File: src/hdl/tac_pkg.sv
// Shared types and constants for the tilt alarm controller.
`default_nettype none

package tac_pkg;

    localparam int TILT_LIMIT_WIDTH = 15;
    localparam int MS_WIDTH         = 10;
    localparam int SWEEP_WIDTH      = 12;
    localparam int TONE_WIDTH       = 12;
    localparam int ACCEL_WIDTH      = 16;
    localparam int CFG_INDEX_WIDTH  = 3;
    localparam int CFG_DATA_WIDTH   = 15;

    localparam logic [CFG_INDEX_WIDTH-1:0] CFG_IDX_TILT_LIMIT_Y  = 3'd0;
    localparam logic [CFG_INDEX_WIDTH-1:0] CFG_IDX_TILT_LIMIT_Z  = 3'd1;
    localparam logic [CFG_INDEX_WIDTH-1:0] CFG_IDX_DEBOUNCE_MS   = 3'd2;
    localparam logic [CFG_INDEX_WIDTH-1:0] CFG_IDX_CHIRP_PERIOD  = 3'd3;
    localparam logic [CFG_INDEX_WIDTH-1:0] CFG_IDX_SWEEP_LOW     = 3'd4;
    localparam logic [CFG_INDEX_WIDTH-1:0] CFG_IDX_SWEEP_HIGH    = 3'd5;
    localparam logic [CFG_INDEX_WIDTH-1:0] CFG_IDX_SWEEP_STEP    = 3'd6;

    localparam logic [TILT_LIMIT_WIDTH-1:0] TILT_LIMIT_RESET   = 15'd11500;
    localparam logic [MS_WIDTH-1:0]         DEBOUNCE_MS_RESET  = 10'd25;
    localparam logic [MS_WIDTH-1:0]         CHIRP_PERIOD_RESET = 10'd20;
    localparam logic [SWEEP_WIDTH-1:0]      SWEEP_LOW_RESET    = 12'd600;
    localparam logic [SWEEP_WIDTH-1:0]      SWEEP_HIGH_RESET   = 12'd2500;
    localparam logic [SWEEP_WIDTH-1:0]      SWEEP_STEP_RESET   = 12'd50;

    typedef struct packed {
        logic [TILT_LIMIT_WIDTH-1:0] tilt_limit_y;
        logic [TILT_LIMIT_WIDTH-1:0] tilt_limit_z;
        logic [MS_WIDTH-1:0]         debounce_ms;
        logic [MS_WIDTH-1:0]         chirp_period_ms;
        logic [SWEEP_WIDTH-1:0]      sweep_low;
        logic [SWEEP_WIDTH-1:0]      sweep_high;
        logic [SWEEP_WIDTH-1:0]      sweep_step;
    } cfg_t;

    typedef struct packed {
        logic                          tick;
        logic                          switch_edge;
        logic signed [ACCEL_WIDTH-1:0] accel_y;
        logic signed [ACCEL_WIDTH-1:0] accel_z;
    } item_t;

    typedef struct packed {
        logic [TONE_WIDTH-1:0] tone_frequency;
        logic                  alarm_active;
        logic                  redraw_display;
        logic                  button_accepted;
    } result_t;

endpackage

`default_nettype wire

File: src/hdl/tac_cfg_regs.sv
// Configuration register file of the tilt alarm controller.
`default_nettype none

module tac_cfg_regs (
    input  wire logic                                 aclk,
    input  wire logic                                 aresetn,
    input  wire logic                                 cfg_valid,
    output logic                                      cfg_ready,
    input  wire logic [tac_pkg::CFG_INDEX_WIDTH-1:0]  cfg_index,
    input  wire logic [tac_pkg::CFG_DATA_WIDTH-1:0]   cfg_data,
    output tac_pkg::cfg_t                             cfg
);

    tac_pkg::cfg_t cfg_reg;

    assign cfg_ready = 1'b1;
    assign cfg       = cfg_reg;

    always_ff @(posedge aclk) begin
        if (!aresetn) begin
            cfg_reg.tilt_limit_y    <= tac_pkg::TILT_LIMIT_RESET;
            cfg_reg.tilt_limit_z    <= tac_pkg::TILT_LIMIT_RESET;
            cfg_reg.debounce_ms     <= tac_pkg::DEBOUNCE_MS_RESET;
            cfg_reg.chirp_period_ms <= tac_pkg::CHIRP_PERIOD_RESET;
            cfg_reg.sweep_low       <= tac_pkg::SWEEP_LOW_RESET;
            cfg_reg.sweep_high      <= tac_pkg::SWEEP_HIGH_RESET;
            cfg_reg.sweep_step      <= tac_pkg::SWEEP_STEP_RESET;
        end else if (cfg_valid) begin
            case (cfg_index)
                tac_pkg::CFG_IDX_TILT_LIMIT_Y: begin
                    cfg_reg.tilt_limit_y <= cfg_data[tac_pkg::TILT_LIMIT_WIDTH-1:0];
                end
                tac_pkg::CFG_IDX_TILT_LIMIT_Z: begin
                    cfg_reg.tilt_limit_z <= cfg_data[tac_pkg::TILT_LIMIT_WIDTH-1:0];
                end
                tac_pkg::CFG_IDX_DEBOUNCE_MS: begin
                    cfg_reg.debounce_ms <= cfg_data[tac_pkg::MS_WIDTH-1:0];
                end
                tac_pkg::CFG_IDX_CHIRP_PERIOD: begin
                    cfg_reg.chirp_period_ms <= cfg_data[tac_pkg::MS_WIDTH-1:0];
                end
                tac_pkg::CFG_IDX_SWEEP_LOW: begin
                    cfg_reg.sweep_low <= cfg_data[tac_pkg::SWEEP_WIDTH-1:0];
                end
                tac_pkg::CFG_IDX_SWEEP_HIGH: begin
                    cfg_reg.sweep_high <= cfg_data[tac_pkg::SWEEP_WIDTH-1:0];
                end
                tac_pkg::CFG_IDX_SWEEP_STEP: begin
                    cfg_reg.sweep_step <= cfg_data[tac_pkg::SWEEP_WIDTH-1:0];
                end
                default: begin
                end
            endcase
        end
    end

endmodule

`default_nettype wire

File: src/hdl/tac_core.sv
// Alarm state, button debouncer and tone sweep, advanced once per item.
`default_nettype none

module tac_core #(
    parameter int ELAPSED_WIDTH = 16,
    parameter int FREQ_WIDTH    = 12
) (
    input  wire logic            aclk,
    input  wire logic            aresetn,
    input  wire logic            step,
    input  wire tac_pkg::cfg_t   cfg,
    input  wire tac_pkg::item_t  item,
    output tac_pkg::result_t     result
);

    localparam int EW = (ELAPSED_WIDTH > tac_pkg::MS_WIDTH) ? ELAPSED_WIDTH
                                                            : tac_pkg::MS_WIDTH;
    localparam int FW = (FREQ_WIDTH > tac_pkg::SWEEP_WIDTH) ? FREQ_WIDTH
                                                            : tac_pkg::SWEEP_WIDTH;
    localparam int SW = FW + 1;
    localparam int TW = (FREQ_WIDTH > tac_pkg::TONE_WIDTH) ? FREQ_WIDTH
                                                           : tac_pkg::TONE_WIDTH;
    localparam int AW = tac_pkg::ACCEL_WIDTH + 1;

    typedef enum logic [1:0] {
        PH_IDLE,
        PH_PRESS,
        PH_WAIT,
        PH_RELEASE
    } phase_t;

    phase_t                   phase_reg, phase_next;
    logic                     pending_reg, pending_next;
    logic [ELAPSED_WIDTH-1:0] debounce_reg, debounce_next, debounce_inc;
    logic [ELAPSED_WIDTH-1:0] chirp_reg, chirp_next, chirp_inc;
    logic                     latch_reg, latch_next;
    logic                     shown_reg;
    logic [FREQ_WIDTH-1:0]    freq_reg, freq_next;
    logic                     rising_reg, rising_next;
    logic [FREQ_WIDTH-1:0]    tone_reg, tone_next;

    logic                     pending_now;
    logic                     accepted;
    logic                     debounce_done;
    logic                     chirp_due;
    logic                     tilt;
    logic [AW-1:0]            abs_y, abs_z;
    logic [SW-1:0]            freq_ext, step_ext, sum, stepped;
    logic [TW-1:0]            tone_ext;

    // A sample of -32768 gives 32768 here, above any limit.
    always_comb begin
        abs_y = item.accel_y[tac_pkg::ACCEL_WIDTH-1]
              ? (AW'(1) << tac_pkg::ACCEL_WIDTH) - AW'($unsigned(item.accel_y))
              : AW'($unsigned(item.accel_y));
        abs_z = item.accel_z[tac_pkg::ACCEL_WIDTH-1]
              ? (AW'(1) << tac_pkg::ACCEL_WIDTH) - AW'($unsigned(item.accel_z))
              : AW'($unsigned(item.accel_z));
        tilt = (abs_y > AW'(cfg.tilt_limit_y)) || (abs_z > AW'(cfg.tilt_limit_z));
    end

    always_comb begin
        debounce_inc = (item.tick && (debounce_reg != '1)) ? debounce_reg + 1'b1
                                                          : debounce_reg;
        chirp_inc    = (item.tick && (chirp_reg != '1)) ? chirp_reg + 1'b1 : chirp_reg;
        debounce_done = EW'(debounce_inc) >= EW'(cfg.debounce_ms);
        chirp_due     = EW'(chirp_inc) >= EW'(cfg.chirp_period_ms);
        pending_now   = pending_reg | item.switch_edge;

        phase_next    = phase_reg;
        pending_next  = pending_now;
        debounce_next = debounce_inc;
        accepted      = 1'b0;
        case (phase_reg)
            PH_IDLE: begin
                if (pending_now) begin
                    pending_next  = 1'b0;
                    debounce_next = '0;
                    phase_next    = PH_PRESS;
                end
            end
            PH_PRESS: begin
                if (debounce_done) begin
                    accepted   = 1'b1;
                    phase_next = PH_WAIT;
                end
            end
            PH_WAIT: begin
                if (pending_now) begin
                    pending_next  = 1'b0;
                    debounce_next = '0;
                    phase_next    = PH_RELEASE;
                end
            end
            PH_RELEASE: begin
                if (debounce_done) begin
                    phase_next = PH_IDLE;
                end
            end
            default: begin
                phase_next = PH_IDLE;
            end
        endcase

        // A press clears the latch, and tilt in the same item sets it again.
        latch_next = tilt | (latch_reg & ~accepted);

        freq_ext = SW'(freq_reg);
        step_ext = SW'(cfg.sweep_step);
        sum      = freq_ext + step_ext;
        if (rising_reg) begin
            stepped = (sum > SW'({FREQ_WIDTH{1'b1}})) ? SW'({FREQ_WIDTH{1'b1}}) : sum;
        end else begin
            stepped = (freq_ext > step_ext) ? freq_ext - step_ext : '0;
        end

        chirp_next  = chirp_inc;
        // A press also silences the tone until the next chirp update.
        tone_next   = accepted ? '0 : tone_reg;
        freq_next   = freq_reg;
        rising_next = rising_reg;
        if (!latch_next) begin
            tone_next = '0;
        end else if (chirp_due) begin
            chirp_next = '0;
            tone_next  = freq_reg;
            freq_next  = stepped[FREQ_WIDTH-1:0];
            // The low turn point wins when both turn tests hold.
            if (stepped <= SW'(cfg.sweep_low)) begin
                rising_next = 1'b1;
            end else if (stepped >= SW'(cfg.sweep_high)) begin
                rising_next = 1'b0;
            end
        end

        tone_ext = TW'(tone_next);
        result.tone_frequency  = tone_ext[tac_pkg::TONE_WIDTH-1:0];
        result.alarm_active    = latch_next;
        result.redraw_display  = latch_next ^ shown_reg;
        result.button_accepted = accepted;
    end

    always_ff @(posedge aclk) begin
        if (!aresetn) begin
            phase_reg    <= PH_IDLE;
            pending_reg  <= 1'b0;
            debounce_reg <= '0;
            chirp_reg    <= '0;
            latch_reg    <= 1'b0;
            shown_reg    <= 1'b0;
            freq_reg     <= FREQ_WIDTH'(tac_pkg::SWEEP_LOW_RESET);
            rising_reg   <= 1'b1;
            tone_reg     <= '0;
        end else if (step) begin
            phase_reg    <= phase_next;
            pending_reg  <= pending_next;
            debounce_reg <= debounce_next;
            chirp_reg    <= chirp_next;
            latch_reg    <= latch_next;
            shown_reg    <= latch_next;
            freq_reg     <= freq_next;
            rising_reg   <= rising_next;
            tone_reg     <= tone_next;
        end
    end

endmodule

`default_nettype wire

File: src/hdl/tilt_alarm_controller.sv
// Top level of the tilt alarm controller: input and result registers around the core.
//
// Usage:
//   Input items (s_tick, s_switch_edge, s_accel_y, s_accel_z) arrive on a
//   valid/ready channel and each one yields exactly one result item on the
//   m_ channel: tone frequency, alarm state, redraw pulse and press flag.
//   An item accepted at one clock edge sits in the input register, is
//   processed by the core at the next edge that has room in the result
//   register, and is offered on m_valid right after. Throughput is one item
//   per cycle while the receiver keeps up; the core state advances once per
//   item, so consecutive items follow each other without gaps.
//   When the receiver stalls, the result register holds its item and the
//   input register still takes one more item before s_ready drops.
//   Configuration writes on cfg_valid/cfg_index/cfg_data are always taken
//   (cfg_ready is tied high) and should be issued only while no items are
//   in flight. Indexes beyond the register list are ignored.
//   Synchronous reset (aresetn low) empties both registers, restores the
//   register defaults and clears the alarm, debouncer and tone sweep.
`default_nettype none

module tilt_alarm_controller #(
    parameter int ELAPSED_WIDTH = 16,
    parameter int FREQ_WIDTH    = 12
) (
    input  wire logic                                     aclk,
    input  wire logic                                     aresetn,
    input  wire logic                                     cfg_valid,
    output logic                                          cfg_ready,
    input  wire logic [tac_pkg::CFG_INDEX_WIDTH-1:0]      cfg_index,
    input  wire logic [tac_pkg::CFG_DATA_WIDTH-1:0]       cfg_data,
    input  wire logic                                     s_valid,
    output logic                                          s_ready,
    input  wire logic                                     s_tick,
    input  wire logic                                     s_switch_edge,
    input  wire logic signed [tac_pkg::ACCEL_WIDTH-1:0]   s_accel_y,
    input  wire logic signed [tac_pkg::ACCEL_WIDTH-1:0]   s_accel_z,
    output logic                                          m_valid,
    input  wire logic                                     m_ready,
    output logic [tac_pkg::TONE_WIDTH-1:0]                m_tone_frequency,
    output logic                                          m_alarm_active,
    output logic                                          m_redraw_display,
    output logic                                          m_button_accepted
);

    tac_pkg::cfg_t    cfg;
    tac_pkg::item_t   in_reg;
    logic             in_valid_reg;
    tac_pkg::result_t result;
    tac_pkg::result_t out_reg;
    logic             out_valid_reg;
    logic             advance;

    assign advance = in_valid_reg && (!out_valid_reg || m_ready);
    assign s_ready = !in_valid_reg || advance;

    tac_cfg_regs u_cfg (
        .aclk      (aclk),
        .aresetn   (aresetn),
        .cfg_valid (cfg_valid),
        .cfg_ready (cfg_ready),
        .cfg_index (cfg_index),
        .cfg_data  (cfg_data),
        .cfg       (cfg)
    );

    tac_core #(
        .ELAPSED_WIDTH (ELAPSED_WIDTH),
        .FREQ_WIDTH    (FREQ_WIDTH)
    ) u_core (
        .aclk    (aclk),
        .aresetn (aresetn),
        .step    (advance),
        .cfg     (cfg),
        .item    (in_reg),
        .result  (result)
    );

    always_ff @(posedge aclk) begin
        if (!aresetn) begin
            in_valid_reg  <= 1'b0;
            out_valid_reg <= 1'b0;
        end else begin
            if (s_ready) begin
                in_valid_reg <= s_valid;
            end
            if (advance) begin
                out_valid_reg <= 1'b1;
            end else if (m_ready) begin
                out_valid_reg <= 1'b0;
            end
        end
    end

    always_ff @(posedge aclk) begin
        if (s_valid && s_ready) begin
            in_reg.tick        <= s_tick;
            in_reg.switch_edge <= s_switch_edge;
            in_reg.accel_y     <= s_accel_y;
            in_reg.accel_z     <= s_accel_z;
        end
        if (advance) begin
            out_reg <= result;
        end
    end

    assign m_valid           = out_valid_reg;
    assign m_tone_frequency  = out_reg.tone_frequency;
    assign m_alarm_active    = out_reg.alarm_active;
    assign m_redraw_display  = out_reg.redraw_display;
    assign m_button_accepted = out_reg.button_accepted;

`ifndef SYNTH
    // The tone is silent whenever the delivered alarm state is clear.
    a_silent_when_clear: assert property (@(posedge aclk) disable iff (!aresetn)
        (m_valid && !m_alarm_active) |-> (m_tone_frequency == '0))
        else $error("tone driven while alarm is clear");

    // An item moved out of the input register shows up as a valid result.
    a_advance_fills_out: assert property (@(posedge aclk) disable iff (!aresetn)
        advance |=> m_valid)
        else $error("processed item not presented on result channel");

    // An accepted input item is held in the input register next cycle.
    a_accept_fills_in: assert property (@(posedge aclk) disable iff (!aresetn)
        (s_valid && s_ready) |=> in_valid_reg)
        else $error("accepted item lost before processing");
`endif

endmodule

`default_nettype wire

File: config.mk
export PLATFORM = sky130hd
export DESIGN_NAME = tilt_alarm_controller
export DESIGN_NICKNAME = d
export VERILOG_FILES = /design/src/hdl/tac_pkg.sv /design/src/hdl/tac_cfg_regs.sv /design/src/hdl/tac_core.sv /design/src/hdl/tilt_alarm_controller.sv
export SDC_FILE = /design/constraint.sdc
export NUM_CORES = 1
export LEC_CHECK = 0
export ABC_AREA = 0
export BUFFER_PORTS_ARGS = -buffer_cell sky130_fd_sc_hd__buf_2
export CELL_PAD_IN_SITES_DETAIL_PLACEMENT = 1
export CELL_PAD_IN_SITES_GLOBAL_PLACEMENT = 1
export CORE_MARGIN = 1
export CORE_UTILIZATION = 48
export CTS_BUF_LIST = sky130_fd_sc_hd__clkbuf_4 sky130_fd_sc_hd__clkbuf_8
export CTS_CLUSTER_DIAMETER = 80
export DETAILED_ROUTE_END_ITERATION = 8
export GPL_TIMING_DRIVEN = 0
export PLACE_DENSITY = 0.93
export SETUP_SLACK_MARGIN = 0.1
export SYNTH_ARGS = -nofsm -noshare
export SYNTH_HDL_FRONTEND = slang
export SYNTH_SLANG_ARGS = --single-unit
File: constraint.sdc
create_clock -name aclk -period 4.65 [get_ports aclk]
set_input_delay 0.2325 -clock aclk [delete_from_list [all_inputs] [get_ports aclk]]
set_output_delay 0.2325 -clock aclk [all_outputs]
set_load 0.03 [all_outputs]
# == Word level (Yosys, flattened, before mapping) ==
# Cells that the tools add are included.
# classes
addsub,6
n_lt_le_gt_ge,8
eq_ne,15
n_mux,26
bitwise,5
n_reduce_logical,24
# ops
operator,count
two-way mux 16 bit,6
two-way mux 13 bit,3
two-way mux 12 bit,3
greater-than comparator 17 x 15 -> 1 bit,2
two-way mux 17 bit,2
subtractor 17 x 16 -> 17 bit (first input constant),2
adder 16 x 1 -> 16 bit (second input constant),2
greater-or-equal comparator 16 x 10 -> 1 bit,2
!= test 16 bit (second input constant),2
AND reduction 2 bit,7
adder 12 x 12 -> 13 bit,1
greater-or-equal comparator 13 x 12 -> 1 bit,1
greater-than comparator 13 x 12 -> 1 bit (second input constant),1
<= comparator 13 x 12 -> 1 bit,1
subtractor 12 x 12 -> 13 bit,1
greater-than comparator 12 bit,1
equality test 3 bit (second input constant),3
two-way mux 2 bit,4
!= test 2 x 1 -> 1 bit (second input constant),4
case mux 2 bit (4 select lines),1
two-way mux 1 bit,7
equality test 3 x 2 -> 1 bit (second input constant),2
AND reduction 5 bit,1
equality test 2 bit (second input constant),2
other kinds (15),23
# totals
regBits,198
inputBits,57

# == Logic depth before layout (Yosys ltp) ==
# logic_depth
ltp_word,10
ltp_mapped,19
mapped_depth_nobuf,18

# == Modules after synthesis ==
# From an unflattened synthesis, not the netlist that was laid out.
# hier_totals
hier_cells,1341
area_unflattened_um2,12025.3
# modules_own_cells
mod,instances,cells_per_inst,area_per_inst_um2
tac_core,1,967,7123.1
tac_cfg_regs,1,316,3326.9
tilt_alarm_controller,1,58,1575.3

# == Least setup slack after synthesis ==
# OpenSTA, ideal clock, no wires.
# synth_path
path_type,register to register
start,register u_core.debounce_reg[0]
end,register u_core.freq_reg[3]
setup_ns,0.130
t_arrival_ns,3.706
t_required_ns,4.520
setup_slack_ns,0.815
stages_incl_launch_ff,17
path_buffers,1
synth_period_minus_slack_ns,3.835
cell_sequence,dfxtp_1 ha_1 inv_1 nor4_1 a31o_2 nor2_1 nand4_1 xnor2_1 ha_1 a2111oi_0 o21a_1 o22ai_2 o32a_4 a211oi_4 buf_6 mux2i_1 nand2_1
# synth_between
elab_chain_len,10
# synth_lines
element,line,text
start: declaration,tac_core.sv:34,"logic [ELAPSED_WIDTH-1:0] debounce_reg, debounce_next, debounce_inc;"
start signal: assignment,tac_core.sv:157,debounce_reg <= debounce_next;
"parallel branches: the longest is 2 deep, another holds adder 16 x 1 -> 16 bit",n/a,
two-way mux 16 bit *,tac_core.sv:63,debounce_inc = (item.tick && (debounce_reg != '1)) ? debounce_reg + 1'b1
greater-or-equal comparator 16 x 10 -> 1 bit *,tac_core.sv:66,debounce_done = EW'(debounce_inc) >= EW'(cfg.debounce_ms);
two-way mux 1 bit *,tac_core.sv:83,if (debounce_done) begin
two-way mux 1 bit *,tac_core.sv:74,case (phase_reg)
NOT 1 bit *,tac_core.sv:106,latch_next = tilt | (latch_reg & ~accepted);
AND 1 bit *,tac_core.sv:106,
bitwise OR 1 bit *,tac_core.sv:106,
AND reduction 3 bit (no source line) *,n/a,
end signal: assignment,tac_core.sv:151,freq_reg <= FREQ_WIDTH'(tac_pkg::SWEEP_LOW_RESET);
end signal: assignment,tac_core.sv:161,freq_reg <= freq_next;
end: declaration,tac_core.sv:38,"logic [FREQ_WIDTH-1:0] freq_reg, freq_next;"
# Mark *: on every way between the ends.
# A chain may end at the register's enable or synchronous reset.

# == Worst setup path in the final report ==
# layout_path
start,register u_core.freq_reg[0]
end,register u_core.rising_reg
# layout_between
elab_chain_len,7
# layout_lines
element,line,text
adder 12 x 12 -> 13 bit,tac_core.sv:110,sum = freq_ext + step_ext;
greater-than comparator 13 x 12 -> 1 bit,tac_core.sv:112,stepped = (sum > SW'({FREQ_WIDTH{1'b1}})) ? SW'({FREQ_WIDTH{1'b1}}) : sum;
two-way mux 13 bit,tac_core.sv:112,
two-way mux 13 bit *,tac_core.sv:111,if (rising_reg) begin
named net u_core.stepped[4],tac_core.sv:48,"logic [SW-1:0] freq_ext, step_ext, sum, stepped;"
greater-or-equal comparator 13 x 12 -> 1 bit / <= comparator 13 x 12 -> 1 bit (equally long branches),"tac_core.sv:131, tac_core.sv:129",
nonzero test 2 bit (no source line),n/a,
AND reduction 4 bit (no source line),n/a,
end signal: assignment,tac_core.sv:162,rising_reg <= rising_next;
end: declaration,tac_core.sv:39,"logic rising_reg, rising_next;"
# Mark *: on every way through the listed nets, which the timed path passes. The rest lies on a longest branch.

==> results.py <==
metrics = {
    "synth": {
        "yosys.cell_types.count": 79,
        "ys_ff_latch": 198,
        "ys_seq_area_share_pct": 37.9,
        "yosys.area_share.simple_pct": 19.3,
        "synth_enable_flop_cells": 49,
        "yosysWarnings": 0,
        "postSynth.topFlopCell": "dfxtp_1",
        "synth-compound-area-share_pct": 18.9,
        "ys_async_sr_fraction_pct": 0,
        "synthAdderAreaFrac_pct": 11.6,
        "synth.area.mux_share_pct": 1.29,
        "synth_fp_nets": 1550,
        "synth_xor_area_share_pct": 5.07,
        "syn_avg_cell_area_um2": 8.48,
        "netlist_area_um2": 11700,
        "synthCells": 1385,
        "synth_top_family_by_area": "simple AND/OR/NAND/NOR gates",
    },
    "critical_path": {
        "path_class": "flip-flop to flip-flop",
        "worstPathRequired_ns": 5.07,
        "arrival_ns": 4.96,
        "max_stage_delay_ns": 0.48,
        "startpoint_type": "flip-flop",
        "cpMaxStageDelayCell": "a31oi_1",
        "critPathCaptureType": "flip-flop",
        "crit_start": "u_core.freq_reg[0]",
        "cp.depth": 18,
        "r2r_setup_slack_ns": 0.11,
        "crit_buf_inv": 2,
        "cp_max_fo": 6,
        "r2r_cells": 18,
        "crit_family": "compound AO/OA/AOI/OAI gates",
        "r2r-start": "u_core.freq_reg[0]",
        "path_cells": "ha_1 -> inv_1 -> fa_1 -> o21ba_2 -> or4_1 -> nand4_1 -> a311oi_4 -> buf_4 -> a31oi_1 -> ha_1 -> a21o_1 -> a21oi_1 -> o21ai_0 -> a21oi_1 -> o21ai_0 -> nand3_1 -> a21boi_1 -> o221ai_1",
        "worstReg2RegEnd": "u_core.rising_reg",
    },
    "global_route": {
        "grt_pass1_vias": 11700,
        "grt_util_all_layers_pct": 32.9,
        "grt_max_degree": 35,
        "antenna_found_initial": 4,
        "grt_overflow_total": 0,
        "grt_pass1_wl_mm": 62.7,
    },
    "drt": {
        "ant_nets": 0,
        "drtIter0Drc": 771,
        "wl_per_cell_um": 21.9,
        "detail_route.vias_per_cell": 6.09,
        "drc": 0,
        "dr.pass1.iters": 5,
        "vias": 11300,
        "drt-total-wl_mm": 40.5,
    },
    "finish": {
        "fin_cells": 1851,
        "mostFrequentLayoutCells": "218 x nand2_1, 148 x dfxtp_1, 109 x inv_1, 109 x a21oi_1, 103 x ha_1",
        "area_growth_pct": 14.4,
        "fin_nets": 1681,
        "largest_reg_flops": 86,
        "drive_above_1_share_pct": 10.7,
        "layout_commonest_cell": "nand2_1",
    },
    "timing": {
        "fmax_mhz": 220,
        "fin_crit_sh_pct": 97.7,
        "drv_slew": 0,
        "setup_viol": 0,
        "tightestPinTransition_ns": 1.41,
        "rsz0062_at_grt": "yes",
        "report.final.hold_viol_count": 0,
        "fin_crit_ns": 4.54,
        "finalWorstSetupSlack_ns": 0.108,
        "slew_headroom_pct": 5.85,
        "whs_ns": 0.0194,
        "fin_skew_ns": 0.0286,
    },
    "cts": {
        "cts_root_buf": "clkbuf_8",
        "htreeDepth": 4,
        "cts_made_buffers": 17,
        "path_clk_slew_ns": 0.10,
        "clk_latency_ns": 0.52,
        "cts_tree": "done",
        "cts.sinks": 198,
        "clk_path_buf_depth": 2,
    },
    "placed_design": {
        "dp_cells": 1777,
        "io_buffers": 73,
        "gp_congestion": 0.909,
        "dp_hpwl_mm": 27.3,
        "dp_slack_ns": -0.172,
    },
    "floorplan": {
        "core_um2": 23800,
        "die_area_um2": 25100,
        "die_width_um": 158,
        "io-pin-count": 75,
        "initial_core_util_pct": 49.4,
        "die_h_um": 158,
        "core.rowCount": 56,
    },
    "hold_path": {
        "hp-start": "cfg_data[14]",
        "worstHoldPathCells": 3,
        "hp-class": "input port to flip-flop",
        "worstHoldEndpoint": "u_cfg.cfg[85]",
    },
    "run_status": {
        "outcome": "completed",
    },
    "pwr": {
        "p_total_uw": 3540,
        "peakVddDrop_v": 0.000184,
        "power_density_nw_per_um2": 264,
        "cellLeakagePower_uw": 0.00526,
    },
    "flow_run": {
        "max_cap_viol_count": 0,
    },
}
## kinds of logic (layout without fill, tap and decap cells)
| family | count (synthesis) | in the layout |
|---|---|---|
| AND/OR/NAND/NOR | 489 | 489 |
| adder cells (fa/ha/maj) | 108 | 108 |
| flip-flops | 198 | 198 |
| AO/OA/AOI/OAI | 333 | 333 |
| buffers and inverters | 173 | 317 |
| XOR/XNOR | 68 | 68 |
| other | 1 | 4 |
| multiplexers | 15 | 15 |
## routing by layer
metal	track usage [%]	vias to the layer above	share of wire (%)
met5	0	-	0.027
met4	16.3	2	4.1
met3	5.72	137	5.7
met2	58.1	430	50
met1	38.1	5518	41
li1	-	5182	-
## timing repair
action,in CTS,in global routing
hold buffers,35,0
endpoints found under the setup margin,47,53
pin swaps,1,3
setup buffers,2,6
gates resized for setup,3,31
endpoints found under the hold margin,35,0
## cells in the mapped netlist, types with 3 or more instances
library cell,number,area share [%]
nand2_1,218,7.0
dfxtp_1,149,25
a21oi_1,110,4.7
inv_1,109,3.5
ha_1,106,11
nor2_1,96,3.1
o21ai_0,53,2.3
xnor2_1,52,3.9
clkbuf_1,51,1.6
edfxtp_1,49,13
nand3_1,46,2.0
o211ai_1,41,2.6
nor3_1,27,1.2
nand4_1,24,1.3
xor2_1,16,1.2
nor4_1,15,0.80
mux2i_1,14,1.2
nand2b_1,14,0.75
a31oi_1,13,0.69
a22o_1,12,0.90
a32o_1,11,0.94
o31ai_1,11,0.70
nor2b_1,10,0.53
a21o_1,8,0.51
a22oi_1,7,0.45
and3_1,7,0.37
and4_1,7,0.52
buf_2,7,0.30
a211oi_1,6,0.38
a31o_2,5,0.37
o21a_1,5,0.32
a211o_1,4,0.30
and2_1,4,0.21
nor3b_1,4,0.26
o21bai_1,4,0.26
o31a_1,4,0.30
o41ai_1,4,0.30
or4_1,4,0.26
a2111oi_0,3,0.22
a311oi_1,3,0.22
o211a_1,3,0.26
## through the flow
stage	util, %	setup TNS [ns]	area, µm²
final	56.5	0	13400
after global routing	56.5	-0.00451	13400
after CTS	56.0	-0.0975	13300
after detailed placement	52.6	-0.676	12500
after global placement	52.6	-0.0925	12500
after floorplan	-	0	11700
## worst max path at each step
stage               slack [ns]            endpoint
finish                    0.11   u_core.rising_reg
global route            -0.005   u_core.rising_reg
CTS                       -0.1   u_core.rising_reg
detailed placement       -0.17   u_core.rising_reg
global placement         -0.09   u_core.rising_reg
floorplan                 0.81  u_core.freq_reg[3]
## layout make-up
class                      instances  area [µm²]
fill                            2811       10300
sequential                       198        4460
tap                              319         399
timing repair buffer             116         788
antenna                            3        7.51
clock inverter                    13         143
multi-input combinational       1014        6710
inverter                         109         409
clock buffer                      19         249
buffer                            60         263
## worst register-to-register path: stages (launching register included)
cell and delay [ns]:
dfxtp_1 0.46, ha_1 0.25, inv_1 0.07, fa_1 0.43, o21ba_2 0.25, or4_1 0.46
nand4_1 0.23, a311oi_4 0.12, buf_4 0.22, a31oi_1 0.49, ha_1 0.36, a21o_1 0.19
a21oi_1 0.16, o21ai_0 0.17, a21oi_1 0.19, o21ai_0 0.09, nand3_1 0.09, a21boi_1 0.07
o221ai_1 0.17
## report_power, final
group | switching (µW) | internal [µW]
sequential | 38.7 | 1810
clock | 684 | 498
combinational | 326 | 183
total | 1050 | 2490
(Power assumes the default switching activity.)
